--- config.mk ---
export PLATFORM = sky130hd
export DESIGN_NAME = reliable_send_window
export DESIGN_NICKNAME = d
export VERILOG_FILES = /design/src/hdl/rsw_pkg.sv /design/src/hdl/rsw_cell.sv /design/src/hdl/reliable_send_window.sv
export SDC_FILE = /design/constraint.sdc
export NUM_CORES = 2
export LEC_CHECK = 0
export BUFFER_PORTS_ARGS = -buffer_cell sky130_fd_sc_hd__buf_2
export CORE_MARGIN = 3
export CORE_UTILIZATION = 34
export DETAILED_ROUTE_END_ITERATION = 10
export GPL_TIMING_DRIVEN = 0
export PLACE_DENSITY_LB_ADDON = 0.1
export REMOVE_ABC_BUFFERS = 1
export SLEW_MARGIN = 20
export SYNTH_ARGS = -nofsm -noshare
export SYNTH_HDL_FRONTEND = slang
export SYNTH_HIERARCHICAL = 1
export SYNTH_SLANG_ARGS = --single-unit
--- constraint.sdc ---
create_clock -name aclk -period 8.4 [get_ports aclk]
set_clock_uncertainty 0.05 [all_clocks]
set_input_delay 1.68 -clock aclk [delete_from_list [all_inputs] [get_ports aclk]]
set_output_delay 1.68 -clock aclk [all_outputs]
set_load 0.01 [all_outputs]
--- src/hdl/rsw_pkg.sv ---
// Shared types and codes of the reliable send window.
// No dependencies; used by rsw_cell, reliable_send_window and rsw_checker through rsw_pkg:: names.
package rsw_pkg;

    typedef struct packed {
        logic [15:0] handle;
        logic [1:0]  status;
        logic [15:0] timer;
    } entry_t;

    typedef struct packed {
        logic [1:0]  kind;
        logic [15:0] handle;
        logic [15:0] number;
    } event_t;

    localparam logic [1:0] ST_PENDING = 2'd0;
    localparam logic [1:0] ST_SENT    = 2'd1;
    localparam logic [1:0] ST_DONE    = 2'd2;

    localparam logic [1:0] ACT_SUBMIT = 2'd0;
    localparam logic [1:0] ACT_ACK    = 2'd1;
    localparam logic [1:0] ACT_TICK   = 2'd2;
    localparam logic [1:0] ACT_CLEAR  = 2'd3;

    localparam logic [1:0] EV_TX      = 2'd0;
    localparam logic [1:0] EV_RETX    = 2'd1;
    localparam logic [1:0] EV_UNKNOWN = 2'd2;
    localparam logic [1:0] EV_FULL    = 2'd3;

    localparam logic REG_WINDOW  = 1'b0;
    localparam logic REG_TIMEOUT = 1'b1;

    localparam int          NCNT_W        = 6;
    localparam logic [5:0]  MAX_OUT       = 6'd32;
    localparam logic [5:0]  WINDOW_RESET  = 6'd10;
    localparam logic [15:0] TIMEOUT_RESET = 16'd3000;

endpackage

--- src/hdl/rsw_cell.sv ---
// One queue cell of the send window ring: holds one entry, hands it on.
// Depends on rsw_pkg.
module rsw_cell (
    input  logic            aclk,
    input  logic            aresetn,
    input  logic            shift_en,
    input  rsw_pkg::entry_t d_in,
    output rsw_pkg::entry_t q
);

    rsw_pkg::entry_t q_reg;

    always_ff @(posedge aclk) begin
        if (!aresetn) begin
            q_reg.status <= rsw_pkg::ST_PENDING;
            q_reg.timer  <= '0;
        end else if (shift_en) begin
            q_reg <= d_in;
        end
    end

    assign q = q_reg;

endmodule

--- src/hdl/reliable_send_window.sv ---
// Top level of the reliable send window (selective-repeat sender).
// Depends on rsw_pkg and rsw_cell.
//
// Usage:
//   Input channel s_*: one transaction per command. s_tuser carries the action
//   (submit, ack, tick, clear); s_tdata carries handle, ack number, ack flag
//   and elapsed milliseconds. s_tready is high only while the block is idle.
//   Result channel m_*: zero or more transactions per command, m_tlast on the
//   final one. m_tuser is the event kind, m_tdata the handle and number.
//   Configuration: cfg_we writes window_size (index 0) or timeout_ms (index 1);
//   the user writes them only while idle; the block itself does not enforce this.
// Operation:
//   The queue lives in a ring of QUEUE_DEPTH cells that rotates one place per
//   cycle past a single processing stage while a pass runs and the output does
//   not hold it back. Clear, queue-full and unknown-ack commands skip the ring;
//   submit, tick and failed acks take one full rotation; a successful ack that
//   retires one or more entries from the head takes a second rotation.
// Reset: the queue is emptied, base number zero, registers at 10 and 3000 ms.
// Stall: results pass through a holding stage and an output register; when
//   m_tready stays low the ring freezes once both are full; no result is dropped.
module reliable_send_window #(
    parameter int QUEUE_DEPTH = 32,
    parameter int SEQ_MODULUS = 65535
) (
    input  logic        aclk,
    input  logic        aresetn,
    input  logic        s_tvalid,
    output logic        s_tready,
    input  logic [55:0] s_tdata,   // msg_handle, ack_number, ack_ok, elapsed_ms
    input  logic [1:0]  s_tuser,   // action
    output logic        m_tvalid,
    input  logic        m_tready,
    output logic [31:0] m_tdata,   // tx_handle, tx_number
    output logic [1:0]  m_tuser,   // event_kind
    output logic        m_tlast,
    input  logic        cfg_we,
    input  logic        cfg_index,
    input  logic [15:0] cfg_wdata
);

    localparam int PW = $clog2(QUEUE_DEPTH + 1);
    localparam int KW = $clog2(2 * QUEUE_DEPTH);
    localparam int CW = ((KW > 6) ? KW : 6) + 1;
    localparam logic [16:0] SEQ_MOD17 = 17'(SEQ_MODULUS);
    localparam logic [15:0] SEQ_LAST  = 16'(SEQ_MODULUS - 1);
    localparam logic [KW-1:0] K_LAST  = KW'(QUEUE_DEPTH - 1);
    localparam logic [PW-1:0] DEPTH_P = PW'(QUEUE_DEPTH);
    localparam logic [CW-1:0] DEPTH_C = CW'(QUEUE_DEPTH);

    localparam logic [2:0] S_IDLE   = 3'd0;
    localparam logic [2:0] S_SETUP  = 3'd1;
    localparam logic [2:0] S_PASS1  = 3'd2;
    localparam logic [2:0] S_MID    = 3'd3;
    localparam logic [2:0] S_PASS2  = 3'd4;
    localparam logic [2:0] S_FINISH = 3'd5;

    // ------------------------------------------------------------------
    // Registers
    // ------------------------------------------------------------------
    logic [2:0]  state_reg, state_next;
    logic [5:0]  window_reg, window_next;
    logic [15:0] timeout_reg, timeout_next;
    logic [1:0]  act_reg, act_next;
    logic [15:0] hin_reg, hin_next;
    logic [15:0] ackn_reg, ackn_next;
    logic        ackok_reg, ackok_next;
    logic [15:0] elap_reg, elap_next;
    logic [PW-1:0] count_reg, count_next;
    logic [15:0] base_reg, base_next;
    logic [15:0] num_reg, num_next;
    logic [KW-1:0] k_reg, k_next;
    logic [PW-1:0] r_reg, r_next;
    logic [PW-1:0] d_reg, d_next;
    logic        lead_reg, lead_next;
    logic [rsw_pkg::NCNT_W-1:0] n_reg, n_next;
    logic        hold_v_reg, hold_v_next;
    rsw_pkg::event_t hold_reg, hold_next;
    logic        mv_reg, mv_next;
    rsw_pkg::event_t mev_reg, mev_next;
    logic        mlast_reg, mlast_next;

    // ------------------------------------------------------------------
    // Cell ring: cell 0 feeds the processing stage, which feeds the last
    // cell, so one rotation visits every queue position in order.
    // ------------------------------------------------------------------
    rsw_pkg::entry_t cell_q [QUEUE_DEPTH];
    rsw_pkg::entry_t proc_out;
    logic            step_en;

    for (genvar i = 0; i < QUEUE_DEPTH; i++) begin : g_cell
        rsw_pkg::entry_t din;
        if (i == QUEUE_DEPTH - 1) begin : g_tail
            assign din = proc_out;
        end else begin : g_mid
            assign din = cell_q[i+1];
        end
        rsw_cell u_cell (
            .aclk     (aclk),
            .aresetn  (aresetn),
            .shift_en (step_en),
            .d_in     (din),
            .q        (cell_q[i])
        );
    end

    // ------------------------------------------------------------------
    // Handshake helpers
    // ------------------------------------------------------------------
    logic out_free;
    assign out_free = !mv_reg || m_tready;
    assign step_en  = ((state_reg == S_PASS1) || (state_reg == S_PASS2)) &&
                      (!hold_v_reg || out_free);
    assign s_tready = (state_reg == S_IDLE);

    // Ack lookup: the nearest-head match sits at (ack - base) mod modulus.
    logic [16:0] diff17;
    logic        ack_found;
    always_comb begin
        if (ackn_reg >= base_reg) begin
            diff17 = {1'b0, ackn_reg} - {1'b0, base_reg};
        end else begin
            diff17 = {1'b0, ackn_reg} + SEQ_MOD17 - {1'b0, base_reg};
        end
        ack_found = ({1'b0, ackn_reg} < SEQ_MOD17) && (diff17 < 17'(count_reg));
    end

    // ------------------------------------------------------------------
    // Processing stage on the entry leaving cell 0
    // ------------------------------------------------------------------
    rsw_pkg::entry_t cur;
    logic [CW-1:0]   kc, cnt_c, win_c, d_c, r_c, newpos;
    logic [16:0]     tsum;
    logic [15:0]     tsat;
    logic [1:0]      st_new;
    logic            ev_valid, r_inc, lead_clr, base_inc;
    rsw_pkg::event_t ev;

    assign cur    = cell_q[0];
    assign kc     = CW'(k_reg);
    assign cnt_c  = CW'(count_reg);
    assign win_c  = CW'(window_reg);
    assign d_c    = CW'(d_reg);
    assign r_c    = CW'(r_reg);
    assign newpos = kc - r_c;
    assign tsum   = {1'b0, cur.timer} + {1'b0, elap_reg};
    assign tsat   = tsum[16] ? 16'hFFFF : tsum[15:0];
    assign st_new = (kc == d_c) ? rsw_pkg::ST_DONE : cur.status;

    always_comb begin
        proc_out  = cur;
        ev_valid  = 1'b0;
        ev.kind   = rsw_pkg::EV_TX;
        ev.handle = cur.handle;
        ev.number = num_reg;
        r_inc     = 1'b0;
        lead_clr  = 1'b0;
        base_inc  = 1'b0;
        if (state_reg == S_PASS1) begin
            unique case (act_reg)
                rsw_pkg::ACT_SUBMIT: begin
                    if (kc == cnt_c) begin
                        proc_out.handle = hin_reg;
                        proc_out.timer  = '0;
                        if (cnt_c + CW'(1) <= win_c) begin
                            proc_out.status = rsw_pkg::ST_SENT;
                            ev_valid        = 1'b1;
                            ev.handle       = hin_reg;
                        end else begin
                            proc_out.status = rsw_pkg::ST_PENDING;
                        end
                    end
                end
                rsw_pkg::ACT_ACK: begin
                    if (ackok_reg) begin
                        // mark done, count the done run at the head
                        proc_out.status = st_new;
                        if (lead_reg && kc < cnt_c && st_new == rsw_pkg::ST_DONE) begin
                            r_inc = 1'b1;
                        end else begin
                            lead_clr = 1'b1;
                        end
                    end else if (kc == d_c) begin
                        proc_out.timer = '0;
                        ev_valid       = 1'b1;
                        ev.kind        = rsw_pkg::EV_RETX;
                    end
                end
                rsw_pkg::ACT_TICK: begin
                    if (kc < cnt_c && cur.status == rsw_pkg::ST_SENT) begin
                        if (tsat > timeout_reg && n_reg < rsw_pkg::MAX_OUT) begin
                            proc_out.timer = '0;
                            ev_valid       = 1'b1;
                            ev.kind        = rsw_pkg::EV_RETX;
                        end else begin
                            proc_out.timer = tsat;
                        end
                    end
                end
                default: ;
            endcase
        end else if (state_reg == S_PASS2) begin
            // retired positions pass through; pending survivors inside the window go out
            if (kc < r_c) begin
                base_inc = 1'b1;
            end else if (kc < DEPTH_C && newpos < cnt_c && newpos < win_c &&
                         cur.status == rsw_pkg::ST_PENDING &&
                         n_reg < rsw_pkg::MAX_OUT) begin
                proc_out.status = rsw_pkg::ST_SENT;
                proc_out.timer  = '0;
                ev_valid        = 1'b1;
            end
        end
    end

    // ------------------------------------------------------------------
    // Sequencer
    // ------------------------------------------------------------------
    always_comb begin
        state_next   = state_reg;
        window_next  = window_reg;
        timeout_next = timeout_reg;
        act_next     = act_reg;
        hin_next     = hin_reg;
        ackn_next    = ackn_reg;
        ackok_next   = ackok_reg;
        elap_next    = elap_reg;
        count_next   = count_reg;
        base_next    = base_reg;
        num_next     = num_reg;
        k_next       = k_reg;
        r_next       = r_reg;
        d_next       = d_reg;
        lead_next    = lead_reg;
        n_next       = n_reg;
        hold_v_next  = hold_v_reg;
        hold_next    = hold_reg;

        if (cfg_we) begin
            if (cfg_index == rsw_pkg::REG_WINDOW) begin
                window_next = cfg_wdata[5:0];
            end else begin
                timeout_next = cfg_wdata;
            end
        end

        unique case (state_reg)
            S_IDLE: begin
                if (s_tvalid) begin
                    act_next   = s_tuser;
                    hin_next   = s_tdata[15:0];
                    ackn_next  = s_tdata[31:16];
                    ackok_next = s_tdata[32];
                    elap_next  = s_tdata[48:33];
                    n_next     = '0;
                    state_next = S_SETUP;
                end
            end
            S_SETUP: begin
                k_next    = '0;
                num_next  = base_reg;
                lead_next = 1'b1;
                r_next    = '0;
                d_next    = PW'(diff17);
                unique case (act_reg)
                    rsw_pkg::ACT_SUBMIT: begin
                        if (count_reg == DEPTH_P) begin
                            hold_v_next = 1'b1;
                            hold_next   = '{rsw_pkg::EV_FULL, 16'd0, 16'd0};
                            state_next  = S_FINISH;
                        end else begin
                            state_next = S_PASS1;
                        end
                    end
                    rsw_pkg::ACT_ACK: begin
                        if (!ack_found) begin
                            hold_v_next = 1'b1;
                            hold_next   = '{rsw_pkg::EV_UNKNOWN, 16'd0, ackn_reg};
                            state_next  = S_FINISH;
                        end else begin
                            state_next = S_PASS1;
                        end
                    end
                    rsw_pkg::ACT_TICK: state_next = S_PASS1;
                    rsw_pkg::ACT_CLEAR: begin
                        count_next = '0;
                        state_next = S_FINISH;
                    end
                    default: state_next = S_FINISH;
                endcase
            end
            S_PASS1, S_PASS2: begin
                if (step_en) begin
                    k_next   = k_reg + KW'(1);
                    num_next = (num_reg == SEQ_LAST) ? 16'd0 : num_reg + 16'd1;
                    if (ev_valid) begin
                        hold_v_next = 1'b1;
                        hold_next   = ev;
                        n_next      = n_reg + rsw_pkg::NCNT_W'(1);
                    end
                    if (r_inc) r_next = r_reg + PW'(1);
                    if (lead_clr) lead_next = 1'b0;
                    if (base_inc) begin
                        base_next = (base_reg == SEQ_LAST) ? 16'd0 : base_reg + 16'd1;
                    end
                    if (state_reg == S_PASS1) begin
                        if (k_reg == K_LAST) state_next = S_MID;
                    end else if (k_reg == K_LAST + KW'(r_reg)) begin
                        state_next = S_FINISH;
                    end
                end
            end
            S_MID: begin
                if (act_reg == rsw_pkg::ACT_SUBMIT) count_next = count_reg + PW'(1);
                if (act_reg == rsw_pkg::ACT_ACK && ackok_reg && r_reg != '0) begin
                    count_next = count_reg - r_reg;
                    k_next     = '0;
                    num_next   = base_reg;
                    state_next = S_PASS2;
                end else begin
                    state_next = S_FINISH;
                end
            end
            S_FINISH: begin
                // flush the held result as the final one
                if (!hold_v_reg) begin
                    state_next = S_IDLE;
                end else if (out_free) begin
                    hold_v_next = 1'b0;
                    state_next  = S_IDLE;
                end
            end
            default: state_next = S_IDLE;
        endcase
    end

    // Output register: a held result moves out when a newer one arrives
    // (not last) or at the end of the command (last).
    always_comb begin
        mv_next    = mv_reg;
        mev_next   = mev_reg;
        mlast_next = mlast_reg;
        if (step_en && ev_valid && hold_v_reg) begin
            mv_next    = 1'b1;
            mev_next   = hold_reg;
            mlast_next = 1'b0;
        end else if (state_reg == S_FINISH && hold_v_reg && out_free) begin
            mv_next    = 1'b1;
            mev_next   = hold_reg;
            mlast_next = 1'b1;
        end else if (m_tready) begin
            mv_next = 1'b0;
        end
    end

    always_ff @(posedge aclk) begin
        if (!aresetn) begin
            state_reg   <= S_IDLE;
            window_reg  <= rsw_pkg::WINDOW_RESET;
            timeout_reg <= rsw_pkg::TIMEOUT_RESET;
            count_reg   <= '0;
            base_reg    <= '0;
            hold_v_reg  <= 1'b0;
            mv_reg      <= 1'b0;
        end else begin
            state_reg   <= state_next;
            window_reg  <= window_next;
            timeout_reg <= timeout_next;
            count_reg   <= count_next;
            base_reg    <= base_next;
            hold_v_reg  <= hold_v_next;
            mv_reg      <= mv_next;
        end
    end

    always_ff @(posedge aclk) begin
        act_reg   <= act_next;
        hin_reg   <= hin_next;
        ackn_reg  <= ackn_next;
        ackok_reg <= ackok_next;
        elap_reg  <= elap_next;
        num_reg   <= num_next;
        k_reg     <= k_next;
        r_reg     <= r_next;
        d_reg     <= d_next;
        lead_reg  <= lead_next;
        n_reg     <= n_next;
        hold_reg  <= hold_next;
        mev_reg   <= mev_next;
        mlast_reg <= mlast_next;
    end

    assign m_tvalid = mv_reg;
    assign m_tdata  = {mev_reg.number, mev_reg.handle};
    assign m_tuser  = mev_reg.kind;
    assign m_tlast  = mlast_reg;

endmodule

---- Yosys cells after proc, flatten, opt, wreduce, memory -nomap -nowiden ----
Index checks and enable logic that the tools add are counted.
word-level totals
  word-level logic and storage cells ...... 326
  input port bits ......................... 80
  bits in registers ....................... 1,298
  output and inout bits ................... 37
cells by class
  reduce and logical (&&, ||, !) cells .... 46
  magnitude comparators ................... 11
  equality and inequality tests ........... 31
  mux-type cells .......................... 102
  bitwise gates (word level) .............. 1
  $add $sub $neg .......................... 14
operators by type and width
  operator                count
  $mux 34                 7
  $mux 16                 14
  $pmux 34 s2             2
  $pmux 16 s3             2
  $mux 18                 5
  $mux 6                  10
  $mux 1                  37
  $pmux 6 s2              3
  $add 16x1->16 const B   2
  $eq 16x16->1 const B    2
  $mux 3                  9
  $add 6x1->6 const B     4
  $ne 3x3->1 const B      7
  $eq 6x6->1              3
  $pmux 6 s3              1
  $add 16x16->17          1
  $add 16x16->17 const B  1
  $lt 17x6->1             1
  $mux 17                 1
  $sub 16x16->17          1
  $sub 17x16->17          1
  $ge 16x16->1            1
  $gt 16x16->1            1
  $logic_and 1x1->1       16
  38 further kinds        73

---- Logic depth before layout (Yosys ltp) ----
  word-level depth ........................ 13
  gate-level depth with buffers ........... 25
  depth with buffers taken out ............ 22

---- Modules after synthesis ----
The synthesis kept the hierarchy.
by module, submodules not included
  module                sequential area each (um2)  instances  area each (um2)  cells an instance
  rsw_cell              840.8                       32         1,176.1          74
  reliable_send_window  5,805.6                     1          12,919.9         1,279

---- Worst setup path after synthesis ----
No wires, ideal clock.
  path kind ............................... reg-to-reg
  start ................................... reg elap_reg[0]
  end ..................................... reg hold_reg[0] (netlist name) (enable)
  stages on the path, launching flop included .. 22
  arrival ................................. 5,841 ps
  period minus slack after synthesis ...... 6,332 ps
  path slack .............................. 2,068 ps
  required time ........................... 7,909 ps
  library setup time ...................... 441 ps
  path buffers ............................ 1
  path through ............................ edfxtp_1 -> ha_1 -> fa_1 -> a21o_1 -> a21oi_2 -> o21ai_2 -> a31oi_4 -> o21bai_2 -> a31o_2 -> a221o_1 -> buf_2 -> or2_1 -> ha_1 -> nor2b_1 -> o21a_1 -> o21ai_0 -> a21oi_1 -> o31ai_1 -> a311o_1 -> nand2_1 -> o22ai_1 -> a2bb2oi_1
on the way
  word-level cells in the longest chain between the ends .. 10
RTL lines
  item                        RTL line                     text
  from (decl)                 reliable_send_window.sv:67   logic [15:0] elap_reg, elap_next;
  from (signal assigned)      reliable_send_window.sv:380  elap_reg <= elap_next;
  $add 16x16->17              reliable_send_window.sv:145  assign tsum = {1'b0, cur.timer} + {1'b0, elap_reg};
  $mux 16                     reliable_send_window.sv:146  assign tsat = tsum[16] ? 16'hFFFF : tsum[15:0];
  $gt 16x16->1                reliable_send_window.sv:190  if (tsat > timeout_reg && n_reg < rsw_pkg::MAX_OUT) begin
  $logic_and 1x1->1           reliable_send_window.sv:190
  $mux 1                      reliable_send_window.sv:190
  $mux 1                      reliable_send_window.sv:189  if (kc < cnt_c && cur.status == rsw_pkg::ST_SENT) begin
  $pmux 1 s3                  reliable_send_window.sv:159  unique case (act_reg)
  $mux 1                      reliable_send_window.sv:158  if (state_reg == S_PASS1) begin
  $ne 2x2->1 (no line)        --
  $reduce_and 6->1 (no line)  --
  to (signal assigned)        reliable_send_window.sv:387  hold_reg <= hold_next;
  to (decl)                   reliable_send_window.sv:77   rsw_pkg::event_t hold_reg, hold_next;
No other way between the ends.
A chain may end at the register's enable or synchronous reset.

---- Final worst setup path ----
  start ................................... reg elap_reg[0]
  end ..................................... reg hold_reg[12] (netlist name) (enable)
Same word-level chain as after synthesis.

==> metrics <==
status=finished, final reports clean; drt drc=0; Overflow after GRT=0; Die X-Extent=392 µm; Die Height=392 µm; Worst Setup Slack, final=1.66 ns; WP data arrival=7.18 ns; Worst Path Class, Setup=reg2reg; area post-placement=0.0533 mm²; EDFF count, synth=672; CTS tree=done; largest net degree at the start of global routing=142; # fillers=13.8k; initial antenna violation count=1; sw frac=27.8%; setup bufs post-CTS=0; via count=26.4k; DR WL/cell=16.4 µm; Syn Inst Count=3647; Min-Delay Path Class=reg2reg; Hold Vio Cnt, Final=0; TritonCTS Buffers=142; Largest register FFs=1088; initial core utilization=34.5%; Mapped Area=0.0506 mm²; syn_area_per_cell=13.9 µm²; RSZ-0062 raised after global routing=no; net switching power=4820 µW; Max rail drop VDD=0.172 mV; most frequent cells in the layout=edfxtp_1 (672), dfxtp_1 (626), mux2i_1 (595); Sequential Power Share=45.3%; ys async rst share=0%; multi-input logic area=0.0162 mm²; post-route ant nets=0; Final period util=80.2%; CTS root buffer=clkbuf_16; post-cts sizing count=0; Comb pwr share=19.5%; most common cell after layout, fill and taps aside=edfxtp_1; fin area=0.0580 mm²; # clock sinks=1298; post-DP HPWL=61.0 mm; cts-stage hold buffer count=0; Startpoint Class=flip-flop; Via density=4.53; CTS clock-pin slew for the worst setup and hold paths=0.06 ns; # H-tree levels=4; crit-path max FO=17; worst relative slew slack=31.4%; Yosys cell types=80; vias in the first global route=26.3k; synth warn=6; Leak=0.0191 µW; GRT Max-Usage Layer=met2; share of post-route cells with drive strength above 1=11.4%; post-synthesis sequential area ratio=64.7%; first-pass GRT wire length=153 mm; Worst-Margin Slew=1.02 ns; Place WS=1.59 ns; Max-Cap Viols=0; Clock power frac=35.2%; Main synth FF type=edfxtp_1; full die area=0.153 mm²; clk buf depth=3; register area=0.0327 mm²; final core occ=39.6%; WP data required=8.85 ns; Clock Latency Late Sink=0.75 ns; P&R area growth vs syn=14.7%; met3 global-route usage=2.51%; Pins Over Slew Limit=0; P_int=12500 µW; Pre-antenna DRT Iters=5; GRT met2 Usage=18.5%; FP Rows=140; Min Clock Period, post-route=6.74 ns; Top-Level Pins=117; Crit. End Element=flip-flop; grt met1 use=18.5%; GRT Overall Usage=12.6%; final setup violation count=0; final WL=95.6 mm; 1st-iter DRT viols=1300; routability cong.=0.795; setup TNS=0 ns; f_max=0.148 GHz; #FFs+latches synth=1298; Final nets=3987; I/O Buffers=109; core area=0.147 mm²; pwr dens=298 mW/mm²
## power groups by stage
stage	combinational [µW]	sequential (µW)	clock (µW)
3_5_place_dp	3410	7960	0
6_report	3360	7840	6090
3_3_place_gp	3590	7500	0
5_1_grt	3680	7900	6620
4_1_cts	3430	7850	6360
2_1_floorplan	2850	7440	0
## critical path, cell delays in order, from the launching register on
cell and delay [ns]:
edfxtp_1 0.38, ha_1 0.25, fa_1 0.40, a21o_1 0.19
a21oi_2 0.21, o21ai_2 0.15, a31oi_4 0.25, o21bai_2 0.13
a31o_2 0.29, a221o_1 0.55, nand2b_1 0.28, ha_1 0.30
a21oi_1 0.14, nor2b_1 0.06, o21ai_0 0.17, a21oi_1 0.09
o31ai_1 0.63, a311o_1 0.49, nand2_1 0.16, o22ai_1 0.66
a2bb2oi_4 0.22, buf_16 0.22, buf_16 0.17
## final cells by class
| class | instances | area share, % |
|---|---|---|
| sequential | 1298 | 56.4 |
| multi-input combinational | 2118 | 27.9 |
| timing repair buffer | 157 | 2.95 |
| inverter | 83 | 0.546 |
| antenna | 1 | 0.00432 |
| tap | 1917 | 4.14 |
| clock inverter | 62 | 1.05 |
| clock buffer | 200 | 6.96 |
## cell families after synthesis
group / Yosys count / synth area share (%)
xor+xnor: 85 / 1.47
simple gates: 1038 / 11.7
flops: 1298 / 64.7
mux: 611 / 12.1
compound gates: 277 / 3.82
fa+ha+maj: 107 / 2.72
buf+inv: 231 / 3.42
## cell usage after synthesis (4+ instances only)
cell type / count / area, µm²
edfxtp_1: 672 / 20200
dfxtp_1: 626 / 12500
mux2i_1: 595 / 5960
nor2b_1: 591 / 3700
nand2_1: 118 / 443
nor2_1: 106 / 398
ha_1: 102 / 1280
inv_1: 83 / 312
nand3_1: 62 / 310
clkbuf_1: 61 / 229
xnor2_1: 56 / 490
o21ai_0: 54 / 270
a21oi_1: 51 / 255
buf_6: 44 / 495
nand4_1: 36 / 225
and2_2: 32 / 240
buf_12: 32 / 641
xor2_1: 29 / 254
o211ai_1: 19 / 143
o22ai_1: 19 / 119
nor3_1: 18 / 90.1
a21o_1: 16 / 120
mux2_2: 16 / 180
a22o_1: 15 / 131
a211oi_1: 14 / 105
a21boi_0: 13 / 97.6
nand2b_1: 13 / 81.3
and2_1: 12 / 75.1
and3_1: 10 / 62.6
nor4_1: 10 / 62.6
o21a_1: 9 / 67.6
a31oi_1: 8 / 50.1
or3_1: 7 / 43.8
buf_2: 6 / 30.0
o31ai_1: 6 / 45.0
fa_1: 5 / 100
a21oi_4: 4 / 65.1
a22oi_1: 4 / 30.0
and4_1: 4 / 35.0
nand3b_1: 4 / 30.0
o21ai_1: 4 / 20.0
## metal layers
| layer | part of all wire, % | vias up |
|---|---|---|
| met5 | 0 | - |
| met4 | 2.4 | 0 |
| met3 | 4.1 | 155 |
| met2 | 42 | 426 |
| met1 | 51 | 12511 |
| li1 | - | 13343 |
## metrics by stage
step           total power (µW)  cells  hold WS (ns)
3_3_place_gp              11100   5525         0.351
4_1_cts                   17600   5835         0.353
6_report                  17300   5836         0.351
3_5_place_dp              11400   5573         0.355
5_1_grt                   18200   5835         0.358
2_1_floorplan             10300   3499         0.350
## final timing paths
check        slack, ns           end  cells after the start    startpoint
min               0.35   m_tdata[14]                      0  hold_reg[30]
min reg2reg       0.35   m_tdata[14]                      0  hold_reg[30]
max reg2reg       1.66  hold_reg[12]                     22   elap_reg[0]
max               1.66  hold_reg[12]                     22   elap_reg[0]
Power figures use the tool's default switching activity.
